## config.mk

```make
export PLATFORM = sky130hd
export DESIGN_NAME = dcm_div_pipe
export DESIGN_NICKNAME = d
export VERILOG_FILES = /design/src/rtl/dcm_div_pipe.sv
export SDC_FILE = /design/constraint.sdc
export NUM_CORES = 1
export LEC_CHECK = 0
export ABC_AREA = 1
export BUFFER_PORTS_ARGS = -buffer_cell sky130_fd_sc_hd__buf_2
export CELL_PAD_IN_SITES_DETAIL_PLACEMENT = 0
export CELL_PAD_IN_SITES_GLOBAL_PLACEMENT = 1
export CORE_MARGIN = 3
export CORE_UTILIZATION = 50
export CTS_CLUSTER_DIAMETER = 200
export DETAILED_ROUTE_END_ITERATION = 8
export GPL_ROUTABILITY_DRIVEN = 1
export MAX_ROUTING_LAYER = met4
export PLACE_DENSITY = 0.91
export SLEW_MARGIN = 20
export SYNTH_ARGS = -nofsm -noshare
export SYNTH_HDL_FRONTEND = slang
export SYNTH_SLANG_ARGS = --single-unit
```

## constraint.sdc

```tcl
create_clock -name clk -period 2.7 [get_ports clk]
set_input_delay 0.405 -clock clk [delete_from_list [all_inputs] [get_ports clk]]
set_output_delay 0.405 -clock clk [all_outputs]
set_load 0.005 [all_outputs]
```

## src/rtl/dcm_div_pipe.sv

```systemverilog
// Pipelined restoring divider, one quotient bit per stage, with side payload.
module dcm_div_pipe #(
  parameter int DEN_W  = 15,
  parameter int QB_W   = 16,
  parameter int SIDE_W = 3
) (
  input  logic                  clk,
  input  logic                  rst_n,
  input  logic                  en,
  input  logic                  in_valid,
  input  logic [DEN_W+QB_W-1:0] in_num,
  input  logic [DEN_W-1:0]      in_den,
  input  logic [SIDE_W-1:0]     in_side,
  output logic                  out_valid,
  output logic [QB_W-1:0]       out_q,
  output logic [SIDE_W-1:0]     out_side
);

  logic              vld_r  [QB_W];
  logic [DEN_W-1:0]  rem_r  [QB_W];
  logic [QB_W-1:0]   lo_r   [QB_W];
  logic [QB_W-1:0]   q_r    [QB_W];
  logic [DEN_W-1:0]  den_r  [QB_W];
  logic [SIDE_W-1:0] side_r [QB_W];

  for (genvar s = 0; s < QB_W; s++) begin : g_stage
    logic              pv;
    logic [DEN_W-1:0]  prem;
    logic [QB_W-1:0]   plo;
    logic [QB_W-1:0]   pq;
    logic [DEN_W-1:0]  pden;
    logic [SIDE_W-1:0] pside;
    logic [DEN_W:0]    rem2;
    logic [DEN_W:0]    diff;
    logic              ge;

    if (s == 0) begin : g_first
      assign pv    = in_valid;
      assign prem  = in_num[DEN_W+QB_W-1:QB_W];
      assign plo   = in_num[QB_W-1:0];
      assign pq    = '0;
      assign pden  = in_den;
      assign pside = in_side;
    end else begin : g_next
      assign pv    = vld_r[s-1];
      assign prem  = rem_r[s-1];
      assign plo   = lo_r[s-1];
      assign pq    = q_r[s-1];
      assign pden  = den_r[s-1];
      assign pside = side_r[s-1];
    end

    always_comb begin
      rem2 = {prem, plo[QB_W-1]};
      ge   = (rem2 >= {1'b0, pden});
      diff = rem2 - {1'b0, pden};
    end

    always_ff @(posedge clk) begin
      if (!rst_n) begin
        vld_r[s] <= 1'b0;
      end else if (en) begin
        vld_r[s] <= pv;
      end
    end

    always_ff @(posedge clk) begin
      if (en) begin
        rem_r[s]  <= ge ? diff[DEN_W-1:0] : rem2[DEN_W-1:0];
        lo_r[s]   <= {plo[QB_W-2:0], 1'b0};
        q_r[s]    <= {pq[QB_W-2:0], ge};
        den_r[s]  <= pden;
        side_r[s] <= pside;
      end
    end
  end

  assign out_valid = vld_r[QB_W-1];
  assign out_q     = q_r[QB_W-1];
  assign out_side  = side_r[QB_W-1];

endmodule

```

**Word-level counts from Yosys, hierarchy flattened**

Memory sizes are Yosys's and may differ from the RTL's.
Cells that the tools add are included.

- Bits in writable memories: 1040
- Memories kept: 6
- Flip-flop bits (word level): 0
- Bits of input ports: 53

Memories:

| name | words | bits a word | read ports | clocked after Yosys merged registers in | write ports | RTL line | RTL |
|---|---|---|---|---|---|---|---|
| q_r | 16 | 16 | 16 | 0 | 16 | 22 | `logic [QB_W-1:0] q_r [QB_W];` |
| den_r | 16 | 15 | 15 | 0 | 16 | 23 | `logic [DEN_W-1:0] den_r [QB_W];` |
| lo_r | 16 | 15 | 15 | 0 | 16 | 21 | `logic [QB_W-1:0] lo_r [QB_W];` |
| rem_r | 16 | 15 | 15 | 0 | 16 | 20 | `logic [DEN_W-1:0] rem_r [QB_W];` |
| side_r | 16 | 3 | 16 | 0 | 16 | 24 | `logic [SIDE_W-1:0] side_r [QB_W];` |
| vld_r | 16 | 1 | 16 | 0 | 16 | 19 | `logic vld_r [QB_W];` |

- Add/subtract/negate cells: 16
- Bitwise operators: 16
- Magnitude comparators: 16
- Mux-type cells: 37

Operators with widths:

| operator | count |
|---|---|
| 16-bit by 15-bit greater-or-equal comparator with 1-bit output | 16 |
| 15-bit two-way mux | 16 |
| 15-bit subtractor | 16 |
| 1-bit two-way mux | 21 |
| 1-bit bitwise OR | 16 |

**Depth between registers and ports, before layout**

- Word-level depth: 4
- Depth in mapped cells: 14
- Depth with buffers taken out: 13

**Worst setup path after synthesis**

Ideal clock, no wire load.

- Path type: input to register
- Start point: in in_num[15]
- End point: mem rem_r[0][13], data pin
- Data arrival time: 1811 ps
- Path slack: 636 ps
- Cell stages on the path: 14
- Cell sequence: inv_1 ha_1 fa_1 inv_1 nand2_1 nand2_1 nand3_1 nand3_1 nand2_1 nand2_2 inv_2 buf_6 nand2_1 nand2_1

RTL lines:

| element | RTL line | RTL |
|---|---|---|
| start: declaration | 11 | `input logic [DEN_W+QB_W-1:0] in_num,` |
| end: declaration | 20 |  |

==> flow_metrics.py <==
metrics = {
    "run_status": {
        "outcome": "finished clean",
    },
    "timing": {
        "tightestPinTransition_ns": 0.687,
        "final-hold-violation-count": 0,
        "relSlewSlack": 0.542,
        "skew_ns": 0.0151,
        "slew_violations": 0,
        "post-route-period-util": 0.912,
        "hold_slack_ns": 0.0730,
        "finalSetupViolCount": 0,
        "rsz0062_at_grt": "no",
        "final.setup.worst_slack_ns": 0.239,
        "min_period_ns": 2.46,
        "tns_ns": 0,
        "fmax_mhz": 406,
    },
    "yosys": {
        "syn_inst": 4521,
        "synthXorXnorAreaFrac": 0.0165,
        "synth_top_family_by_area": "simple AND/OR/NAND/NOR gates",
        "yosysTopAreaCell": "edfxtp_1",
        "synth_area_leaders": "edfxtp_1 (56%), nand2_1 (14%), inv_1 (8.1%)",
        "yosys.area_share.adder": 0.0799,
        "synthDistinctLibCells": 34,
        "ys_seq_area_frac": 0.559,
        "syn_nets": 4829,
        "ys_async_sr_fraction": 0,
        "synthFlopType": "edfxtp_1",
        "synth_enable_flop_cells": 769,
        "synth.top_cell.area_share": 0.558,
        "yosys_warnings": 0,
        "synth-simple-area-share": 0.236,
        "ys_ff_latch": 770,
        "avgSynthCellArea_um2": 9.15,
        "synthMuxAreaShare": 0,
        "synth_compound_area_frac": 0.0199,
        "syn_area_mm2": 0.0414,
    },
    "grt": {
        "grt_max_degree": 130,
        "grt_usage": 0.207,
        "grt_overflow": 0,
        "grt_pass1_wl_mm": 140,
        "grt_pass1_vias": 27398,
        "antenna_found_initial": 0,
    },
    "die": {
        "die_h_um": 294,
        "ioPinCount": 73,
        "die_x_um": 294,
        "start_util": 0.509,
        "die_area_mm2": 0.0862,
        "core_area_mm2": 0.0812,
        "rows": 104,
    },
    "clock_tree": {
        "numCtsBuffers": 83,
        "clock_latency_ns": 0.63,
        "root_buffer": "clkbuf_16",
        "cts_tree": "done",
        "cts.sinks": 770,
        "clockBufferDepth": 3,
        "clk_pin_slew_ns": 0.06,
        "cts_htree_levels": 3,
    },
    "worst_setup_path": {
        "cp.arrival_ns": 2.82,
        "slowest_delay_ns": 0.43,
        "setup.worst_path.class": "reg -> reg",
        "endpoint_kind": "flop",
        "crit_top_cell": "nand2_1",
        "path_cells": "ha_1 -> fa_1 -> inv_1 -> nand2_1 -> nand2_1 -> nand3_1 -> nand3_1 -> nand2_1 -> nand2_2 -> inv_2 -> nand2_1 -> nand2_1",
        "cp_num_buf_inv": 2,
        "crit_start": "den_r[6][0]",
        "worstPathRequired_ns": 3.06,
        "cp-start-kind": "flop",
        "crit_fanout": 19,
        "cp_slowest_cell": "edfxtp_1",
        "r2r_slack_ns": 0.24,
        "timing.rr.start": "den_r[6][0]",
        "cp_top_family": "simple AND/OR/NAND/NOR gates",
    },
    "min_path": {
        "min-delay-start": "in_num[17]",
        "hold_path.class": "in -> reg",
    },
    "placement": {
        "dp_slack_ns": 0.160,
        "dpl-instance-area_mm2": 0.0431,
        "portBuffers": 72,
        "dp_hpwl_mm": 64.9,
        "gp_congestion": 0.917,
    },
    "final_layout": {
        "fin_nets": 5019,
        "stdcell_area_mm2": 0.0461,
        "drive_gt1_frac": 0.0630,
        "diodes": 0,
        "area_delta_synth_final_pct": 11.5,
    },
    "drt": {
        "ant_nets": 0,
        "drt-wirelength-per-cell_um": 14.7,
        "viasPerCell": 4.89,
        "wirelength_mm": 86.0,
        "first_iter_violations": 1791,
        "vias": 28559,
        "drc_errors": 0,
        "dr.pass1.iters": 8,
    },
    "pwr": {
        "powerDensity_mw_per_mm2": 1020,
        "finalPower_uw": 47100,
        "p_leak_uw": 0.0221,
        "ir_worst_vdd_v": 0.000578,
    },
    "flow_run": {
        "cap_violations": 0,
    },
}
## routing by layer
metal  share of wire  up-vias  global-route usage  routed length [um]
met2            0.46      574               0.327               39500
met5               0        -                   -                   0
met1            0.47    12966               0.285               40600
met3           0.043      138              0.0275                3720
li1                -    14881                   -                   -
met4           0.026        0              0.0579                2240
## path summary, 6_finish.rpt
path | end | cells after the start
max | rem_r[7][8] | 12
min | rem_r[0][2] | 3
max reg2reg | rem_r[7][8] | 12
min reg2reg | q_r[7][3] | 0
## through the flow
stage,utilization,instances
final,0.568,5840
after global routing,0.568,5840
after detailed placement,0.531,5652
after global placement,0.531,5652
after CTS,0.568,5840
after floorplan,-,4521
## worst register-to-register path: cells and delay by family (launching register included)
family	cells	cell delay, ns
adders and majority gates	2	0.61
buffers and inverters	2	0.29
DFF	1	0.43
and+or+nand+nor	8	0.87
## synth_stat cells (3+ instances only)
library cell  count
nor2_1          258
nor2_2            6
xor2_1           71
o21ai_0          42
and2_1           44
or2_2            20
edfxtp_1        769
buf_4            13
nand3_4           3
nand3b_1         30
nand3_1         306
buf_2             3
buf_6            15
a21oi_4           3
nand2_2          18
inv_2            11
o21ai_1          24
nand2_1        1555
or2_0             4
nand4_1          70
a21oi_1          87
or2_1             3
nand4_2           3
inv_1           889
nor3_4            3
nor3_1            4
xnor2_1           7
ha_1            240
fa_1             15
## cell usage in the layout (no fill, tap or decap), drive strengths merged, types with 7 or more instances in the layout
cell and count:
clkinv 39, inv 906, edfxtp 769, nor3 7
and2 44, ha 240, buf 103, nor2 265
xnor2 7, a21oi 90, fa 15, clkbuf 91
dlygate4sd3 34, nand3b 30, o21ai 66, nand4 73
or2 27, clkinvlp 14, nand2 1574, xor2 71
nand3 309
## cells by family after synthesis
| family | count (synthesis) |
|---|---|
| and+or+nand+nor | 2329 |
| AOI/OAI and AO/OA | 157 |
| DFF | 770 |
| adders and majority gates | 255 |
| buffers and inverters | 932 |
| xor gates and xnor gates | 78 |
## repair_timing
action | in CTS | in global routing
endpoints found under the setup margin | 0 | 15
buffers inserted | 0 | 0
gates resized for setup | 0 | 2
hold buffers | 34 | 0
endpoints found under the hold margin | 34 | 0
## power breakdown
part | leakage (uW) | internal (uW) | switching [uW]
Clock | 0.00124 | 6120 | 4740
Combinational | 0.0133 | 6440 | 11800
Sequential | 0.00755 | 16500 | 1450
Total | 0.0221 | 29100 | 18000
## registers in the layout, summed over array words and instances, names as in the netlist
| register | flops |
|---|---|
| q_r | 136 |
| side_r | 48 |
| rem_r | 225 |
| vld_r | 16 |
| lo_r | 120 |
| den_r | 225 |
## final cells by class
cell class	instances	area, um^2
flip-flops and latches	770	23100
clock buffers	91	2130
multi-input cells	2819	14600
repair buffers	137	1080
inverters	900	3380
fillers	7247	35100
well taps	1060	1330
clock inverters	63	477
Note: power is estimated with default switching activity, not from simulation.
