**src/rtl/dcm_pkg.sv**
```systemverilog
// Shared types and constants for the disparity color map block.
package dcm_pkg;

  localparam int ROWS_MAX       = 8;
  localparam int TABLE_ROWS_DEF = 8;
  localparam int ROW_IDX_W      = 3;
  localparam int Q_W            = 17;
  localparam int FRAC_W         = 16;
  localparam int SUM_W          = 11;
  localparam int DISP_W         = 15;
  localparam int CFG_IDX_W      = 3;
  localparam int CFG_DATA_W     = 64;

  localparam logic [Q_W-1:0]    ONE_Q16      = 17'h10000;
  localparam logic [DISP_W-1:0] MAX_DISP_RST = 15'd3072;

  localparam logic [CFG_IDX_W-1:0] CFG_MAX_DISP = 3'd0;
  localparam logic [CFG_IDX_W-1:0] CFG_ROWS_01  = 3'd1;
  localparam logic [CFG_IDX_W-1:0] CFG_ROWS_23  = 3'd2;
  localparam logic [CFG_IDX_W-1:0] CFG_ROWS_45  = 3'd3;
  localparam logic [CFG_IDX_W-1:0] CFG_ROWS_67  = 3'd4;

  typedef enum logic [1:0] {
    MODE_ZERO,
    MODE_ONE,
    MODE_DIV
  } mode_t;

  typedef enum logic {
    CS_IDLE,
    CS_CALC
  } cum_state_t;

  typedef logic [ROWS_MAX-1:0][7:0]     wt_arr_t;
  typedef logic [ROWS_MAX-1:0][Q_W-1:0] cum_arr_t;

endpackage

```
**src/rtl/dcm_cum_calc.sv**
```systemverilog
// Sequencer that derives the normalized cumulative weight boundaries.
module dcm_cum_calc #(
  parameter int TABLE_ROWS = dcm_pkg::TABLE_ROWS_DEF
) (
  input  logic                         clk,
  input  logic                         rst_n,
  input  logic                         start,
  input  dcm_pkg::wt_arr_t             weights,
  input  logic [dcm_pkg::SUM_W-1:0]    sum,
  output logic                         busy,
  output dcm_pkg::cum_arr_t            cum
);
  import dcm_pkg::*;

  localparam int NUM_W = SUM_W + FRAC_W;

  cum_state_t             state_r, state_nxt;
  logic [ROW_IDX_W-1:0]   k_r;
  logic [4:0]             bit_r;
  logic [SUM_W-1:0]       rem_r;
  logic [Q_W-1:0]         q_r;
  cum_arr_t               cum_r;

  logic [SUM_W-1:0]       pre;
  logic [NUM_W-1:0]       numer;
  logic [SUM_W:0]         rem2;
  logic [SUM_W:0]         diff;
  logic                   ge;
  logic                   last_bit;

  always_comb begin
    pre = '0;
    for (int j = 0; j < ROWS_MAX; j++) begin
      if (j < TABLE_ROWS && ROW_IDX_W'(j) < k_r) begin
        pre = pre + SUM_W'(weights[j]);
      end
    end
    numer    = {pre, {FRAC_W{1'b0}}};
    rem2     = {rem_r, numer[bit_r]};
    ge       = (rem2 >= {1'b0, sum});
    diff     = rem2 - {1'b0, sum};
    last_bit = (bit_r == 5'd0);
  end

  always_comb begin
    state_nxt = state_r;
    case (state_r)
      CS_IDLE: if (start) state_nxt = CS_CALC;
      CS_CALC: begin
        if (start) begin
          state_nxt = CS_CALC;
        end else if (last_bit && k_r == ROW_IDX_W'(TABLE_ROWS - 1)) begin
          state_nxt = CS_IDLE;
        end
      end
      default: state_nxt = CS_IDLE;
    endcase
  end

  always_comb begin
    busy = (state_r == CS_CALC);
  end

  always_ff @(posedge clk) begin
    if (!rst_n) begin
      state_r <= CS_IDLE;
    end else begin
      state_r <= state_nxt;
    end
  end

  always_ff @(posedge clk) begin
    if (start) begin
      k_r   <= '0;
      bit_r <= 5'(NUM_W - 1);
      rem_r <= '0;
      q_r   <= '0;
    end else if (state_r == CS_CALC) begin
      if (last_bit) begin
        cum_r[k_r] <= {q_r[Q_W-2:0], ge};
        k_r   <= k_r + 1'b1;
        bit_r <= 5'(NUM_W - 1);
        rem_r <= '0;
        q_r   <= '0;
      end else begin
        rem_r <= ge ? diff[SUM_W-1:0] : rem2[SUM_W-1:0];
        q_r   <= {q_r[Q_W-2:0], ge};
        bit_r <= bit_r - 1'b1;
      end
    end
  end

  assign cum = cum_r;

endmodule

```
**config.mk**
```make
export PLATFORM = sky130hd
export DESIGN_NAME = dcm_cum_calc
export DESIGN_NICKNAME = d
export VERILOG_FILES = /design/src/rtl/dcm_pkg.sv /design/src/rtl/dcm_cum_calc.sv
export SDC_FILE = /design/constraint.sdc
export NUM_CORES = 1
export LEC_CHECK = 0
export BUFFER_PORTS_ARGS = -buffer_cell sky130_fd_sc_hd__buf_2
export CAP_MARGIN = 20
export CORE_ASPECT_RATIO = 1.5
export CORE_MARGIN = 5
export CORE_UTILIZATION = 35
export CTS_BUF_LIST = sky130_fd_sc_hd__clkbuf_8
export CTS_CLUSTER_SIZE = 20
export DETAILED_ROUTE_END_ITERATION = 10
export HOLD_SLACK_MARGIN = 0.1
export REMOVE_ABC_BUFFERS = 1
export SLEW_MARGIN = 30
export SYNTH_ARGS = -nofsm -noshare
export SYNTH_HDL_FRONTEND = slang
export SYNTH_SLANG_ARGS = --single-unit
```
**constraint.sdc**
```tcl
create_clock -name clk -period 38.7 [get_ports clk]
set_clock_uncertainty 0.15 [all_clocks]
set_input_delay 9.675 -clock clk [delete_from_list [all_inputs] [get_ports clk]]
set_output_delay 9.675 -clock clk [all_outputs]
set_load 0.02 [all_outputs]
```
Word level (Yosys, flattened, before mapping)
Cells that the tools add are included.

operators by class
  reduce and logical (&&, ||, !) cells = 5
  bitwise operators = 2
  order comparisons = 12
  add/subtract/negate cells = 10
  equal/unequal tests = 1
  mux-type cells = 21

operators with widths
  operator               count
  $bwmux W136            1
  $mux W11               9
  $add A11 B8 Y11        6
  $demux W17 S3          1
  $mux W17               1
  $mux W16               1
  $ge A12 B11 Y1         1
  $lt A3 B3 Y1 const A   4
  $sub A11 B11 Y11       1
  $add A8 B8 Y9          1
  $mux W8                1
  $lt A1 B3 Y1 const A   2
  $lt A2 B3 Y1 const A   2
  $lt A5 B6 Y1 const B   1
  $bmux W1 S5            1
  $logic_not A5 Y1       1
  $mux W5                1
  $sub A5 B1 Y5 const B  1
  $lt A3 B4 Y1 const B   1
  $mux W1                4
  $add A3 B1 Y3 const B  1
  $eq A3 B3 Y1 const B   1
  $ge A3 B1 Y1 const B   1
  $reduce_and A3 Y1      1
  other kinds (4)        6

storage, ports and cells
  output and inout bits = 137
  register bits after elaboration = 172
  logic and storage cells = 64

Depth between registers and ports, before layout
  word-level depth = 21
  gate-level depth with buffers = 62

Worst setup path before layout
No wires, ideal clock.

  path kind = input port to flip-flop
  start = input weights[1] in the netlist's numbering
  end = register rem_r[0]
  required time = 38.479 ns
  cell stages on the path = 52
  path slack = 19.374 ns
  library setup time = 0.071 ns
  arrival time = 19.105 ns
  cells stage by stage = and2_1 ha_1 a21o_1 a21o_1 maj3_2 a21oi_1 xnor2_1 nand2_1 o21ai_0 ha_1 a21o_1 a31oi_1 xor2_1 o21ai_0 ha_1 or2_2 o211ai_1 nand2_1 (+16 left out) nor3_2 and4b_4 o41ai_1 ha_1 fa_1 nor2b_1 o21ai_1 a21boi_0 o21ai_1 a21boi_0 o21ai_1 a21o_1 a31o_1 clkbuf_1 inv_1 a2111oi_2 o41ai_2 a21oi_1

between the ends
  cells in the longest elaborated chain, start to end = 20

RTL lines
  element                          RTL line            RTL
  start: declaration               dcm_cum_calc.sv:8   input dcm_pkg::wt_arr_t weights,
  $mux W8 *                        dcm_cum_calc.sv:34  if (j < TABLE_ROWS && ROW_IDX_W'(j) < k_r) begin
  $add A8 B8 Y9                    dcm_cum_calc.sv:35  pre = pre + SUM_W'(weights[j]);
  $mux W11 *                       dcm_cum_calc.sv:34
  $add A11 B8 Y11                  dcm_cum_calc.sv:35
  $mux W11 *                       dcm_cum_calc.sv:34
  $add A11 B8 Y11                  dcm_cum_calc.sv:35
  $mux W11 *                       dcm_cum_calc.sv:34
  $add A11 B8 Y11                  dcm_cum_calc.sv:35
  (+5 left out)                    -
  $add A11 B8 Y11                  dcm_cum_calc.sv:35
  $mux W11 *                       dcm_cum_calc.sv:34
  $bmux W1 S5 *                    dcm_cum_calc.sv:39  rem2 = {rem_r, numer[bit_r]};
  $mux W1 (not written as such) *  dcm_cum_calc.sv:39
  $ge A12 B11 Y1 *                 dcm_cum_calc.sv:40  ge = (rem2 >= {1'b0, sum});
  named net ge                     dcm_cum_calc.sv:28  logic ge;
  $mux W11 *                       dcm_cum_calc.sv:86  rem_r <= ge ? diff[SUM_W-1:0] : rem2[SUM_W-1:0];
  $mux W11 *                       dcm_cum_calc.sv:79  if (last_bit) begin
  end signal: assignment           dcm_cum_calc.sv:86
  end: declaration                 dcm_cum_calc.sv:20  logic [SUM_W-1:0] rem_r;

Mark *: on every way through the listed nets, which the timed path passes. The rest lies on a longest branch. The select of a mux whose other input is x is not followed.
A chain may end at the register's enable or synchronous reset.

Worst setup path after layout
Same ends and word-level chain as after synthesis.

==> metrics.md <==
| Metric | Value |
|---|---|
| Least-Margin Pin Slew | `865.3 ps` |
| Sink Count | `172` |
| CP Capture Type | `flip-flop` |
| Final setup violation count | `0` |
| Worst-path clk slew | `approximately 100 ps` |
| Overall routed net length | `roughly 25000 um` |
| Setup Buffers After CTS | `0` |
| Die span in y | `211.8 um` |
| Number of fill cells in the layout | `between 2000 and 3000` |
| Clock H-tree levels | `4` |
| Cts hold-fix bufs | `0` |
| Cell Pwr Density | `approximately 30 nW/um^2` |
| TNS Setup | `0 ps` |
| Post-Syn Area | `9502 um^2` |
| Clk buf depth | `2` |
| CP max-delay cell | `a31o_1` |
| Syn. warnings | `0` |
| TritonCTS Buffers | `17` |
| Commonest cells in the netlist | `edfxtp_1 (136), nand2_1 (84), nor2_1 (72)` |
| Peak VDD IR | `roughly 32 uV` |
| Final GP Congestion | `0.8245` |
| Main flop type after synthesis | `edfxtp_1` |
| Core ar. | `around 27000 um^2` |
| Cell with the most instances after synthesis | `edfxtp_1` |
| Synth async-reset ratio | `0%` |
| MaxCap Viol Count | `0` |
| Mapped Avg Cell Area | `roughly 11 um^2` |
| Crit path max fanout | `19` |
| RSZ-0062 raised after global routing | `no` |
| I/O pin count | `about 220` |
| Final worst slack | `about 18000 ps` |
| FMAX | `roughly 48 MHz` |
| Reg2reg setup slack | `26140 ps` |
| Vias in the first global route | `~7400` |
| Internal | `257.5 uW` |
| Crit path from | `weights[1]` |
| CP endpoint | `rem_r[0]$_SDFFE_PP0P_` |
| Total Nets Final | `roughly 1200` |
| Post-synth top area share | `42.98%` |
| Crit-path most repeated cell | `ha_1` |
| GRT Resource Usage Total | `16.02%` |
| R2R Path Start | `k_r[0]$_SDFFE_PP0P_` |
| Reg2Reg Depth | `54` |
| Design Power | `about 340 uW` |
| Die area | `slightly above 30000 um^2` |
| Routed WL per cell | `between 15 and 20 um` |
| Vias per inst | `approximately 5.2` |
| DRC | `0` |
| Cell row count | `74` |
| Worst slew margin | `41.58%` |
| Required time of the critical path | `around 40000 ps` |
| Place WS | `approximately 18000 ps` |
| Area grow syn2layout | `19.42%` |
| DP HPWL | `19550 um` |
| Arrival time at the worst endpoint | `about 21000 ps` |
| Fraction of layout cells with a size suffix above 1 | `between 20% and 30%` |
| Worst-Skew Late Latency | `about 440 ps` |
| PortBufs | `206` |
| Resized cells post-CTS | `0` |
| Worst Setup Start Kind | `primary input` |
| Max Slew Vio Count | `0` |
| Leading area contributor after synthesis | `edfxtp_1` |
| Antenna-violating nets left | `0` |
| Post-Syn Instances | `between 800 and 900` |
| Sequential Power Share | `about three fifths` |
| Max Used Layer | `met5` |
| Largest cells by area after synthesis | `edfxtp_1 (43%), ha_1 (9.0%), dfxtp_1 (7.6%), nand2_1 (3.3%), a21oi_1 (3.2%)` |
| DR vias | `~7500` |
| Final hold slack | `338.0 ps` |
| Switch Pwr | `slightly below 80 uW` |
| Antenna Cells | `0` |
| Combinational Power Share | `6.1%` |
| Global route total overflow | `0` |
| Sw Ratio | `around a quarter` |
| Initial Util | `a little over a third` |
| Period utilization | `roughly 53%` |
| Yosys reg bits | `between 150 and 200` |
| First-pass GRT wire length | `between 30000 and 40000 um` |
| DRT Pass-1 Iters | `4` |
| Iter 0 DRT Violations | `about 320` |
| Minimum clock period | `between 20000 and 25000 ps` |
| Die W | `144.5 um` |
| Wire length on met3 | `about 1500 um` |
| Critical path type | `primary input to flip-flop` |
| Clk root buf | `clkbuf_8` |
| CTS tree | `done` |
| HP Class | `flip-flop to flip-flop` |
| Largest net degree at the start of global routing | `37` |
| Leak Pwr | `roughly 4.6 nW` |
| Post-synthesis sequential area ratio | `about half` |
| Max incr delay on CP | `550 ps` |
| Fin. Hold Viols | `0` |
| Hold path cells | `2` |
| Post-synth EDFFs | `136` |
| Wl on met1 | `roughly 9500 um` |
| Post-synthesis cell type count | `87` |
| Clock group share of total power | `about a third` |
| Reg2reg end | `rem_r[0]$_SDFFE_PP0P_` |
| Initial antenna violation count | `1` |
| Status | `completed` |
| Metal2 WL | `roughly 14000 um` |
==> flip-flops by register name, summed over array words and instances (netlist names) <==
| register | count |
|---|---|
| bit_r | 5 |
| busy | 1 |
| cum | 136 |
| k_r | 3 |
| q_r | 16 |
| rem_r | 11 |
==> logic make-up (layout without fill, tap and decap cells) <==
kind of cell,Yosys count,after routing,share of synthesized area (%)
AO/OA/AOI/OAI,247,247,17.72
XOR/XNOR,34,34,3.134
adder cells (fa/ha/maj),76,76,10.55
buffers and inverters,78,300,3.239
flip-flops,172,172,50.57
multiplexers,12,12,1.291
AND/OR/NAND/NOR,263,263,13.50
==> placed cells by master, fill, tap and decap left out, drive strengths merged, types with 8 or more instances in the layout <==
master / n
nor3: 17
a21o: 18
buf: 218
o21a: 14
clkinv: 8
nor2b: 8
nor2: 73
a31oi: 10
a21oi: 62
inv: 56
o211ai: 9
nand3: 28
dfxtp: 36
o21bai: 8
mux2i: 10
a211oi: 11
o21ai: 52
nand2: 84
xor2: 14
edfxtp: 136
ha: 68
xnor2: 20
clkbuf: 17
==> critical path, delay by kind of cell <==
kind	cells	cell delay (ps)
AOI/OAI and AO/OA	24	4950
xor gates and xnor gates	3	610
adders and majority gates	9	2760
buffers and inverters	2	470
and+or+nand+nor	14	2370
==> cell type report <==
type / instances / area [um^2] / area share [%]
Tap cell: 342 / 427.9 / 3.771
Sequential cell: 172 / 4805 / 42.34
Clock buffer: 17 / 234.0 / 2.062
Inverter: 50 / 187.7 / 1.654
Timing Repair Buffer: 218 / 1121 / 9.880
Clock inverter: 15 / 137.6 / 1.213
Multi-Input combinational cell: 632 / 4434 / 39.08
==> metrics by stage <==
step | instance area [um^2] | cells | utilization [%]
floorplan | 9382 | 854 | -
global placement | 10950 | 1414 | 40.50
detailed placement | 10980 | 1414 | 40.60
CTS | 11350 | 1446 | 41.97
global route | 11350 | 1446 | 41.97
finish | 11350 | 1446 | 41.97
==> worst min-delay path by stage <==
| stage | slack [ps] | to | startpoint |
|---|---|---|---|
| CTS | 340 | rem_r[6]$_SDFFE_PP0P_ | rem_r[6]$_SDFFE_PP0P_ |
| finish | 340 | rem_r[7]$_SDFFE_PP0P_ | rem_r[7]$_SDFFE_PP0P_ |
| global route | 360 | rem_r[6]$_SDFFE_PP0P_ | rem_r[6]$_SDFFE_PP0P_ |
| global placement | 320 | rem_r[4]$_SDFFE_PP0P_ | rem_r[4]$_SDFFE_PP0P_ |
| detailed placement | 330 | rem_r[6]$_SDFFE_PP0P_ | rem_r[6]$_SDFFE_PP0P_ |
| floorplan | 300 | rem_r[7]$_SDFFE_PP0P_ | rem_r[7]$_SDFFE_PP0P_ |
==> power groups by stage <==
stage	sequential, mW	combinational (mW)	clock (mW)
final	0.197	0.0206	0.118
after global routing	0.197	0.0230	0.130
after CTS	0.197	0.0207	0.121
after detailed placement	0.202	0.0205	0
after global placement	0.202	0.0203	0
after floorplan	0.202	0.0115	0
==> routing by layer <==
layer | global-route usage, % | vias to the layer above
met5 | 0 | -
li1 | - | 3702
met2 | 30.96 | 220
met4 | 5.085 | 2
met3 | 2.373 | 29
met1 | 17.58 | 3578
Note: power is estimated with default switching activity, not from simulation.
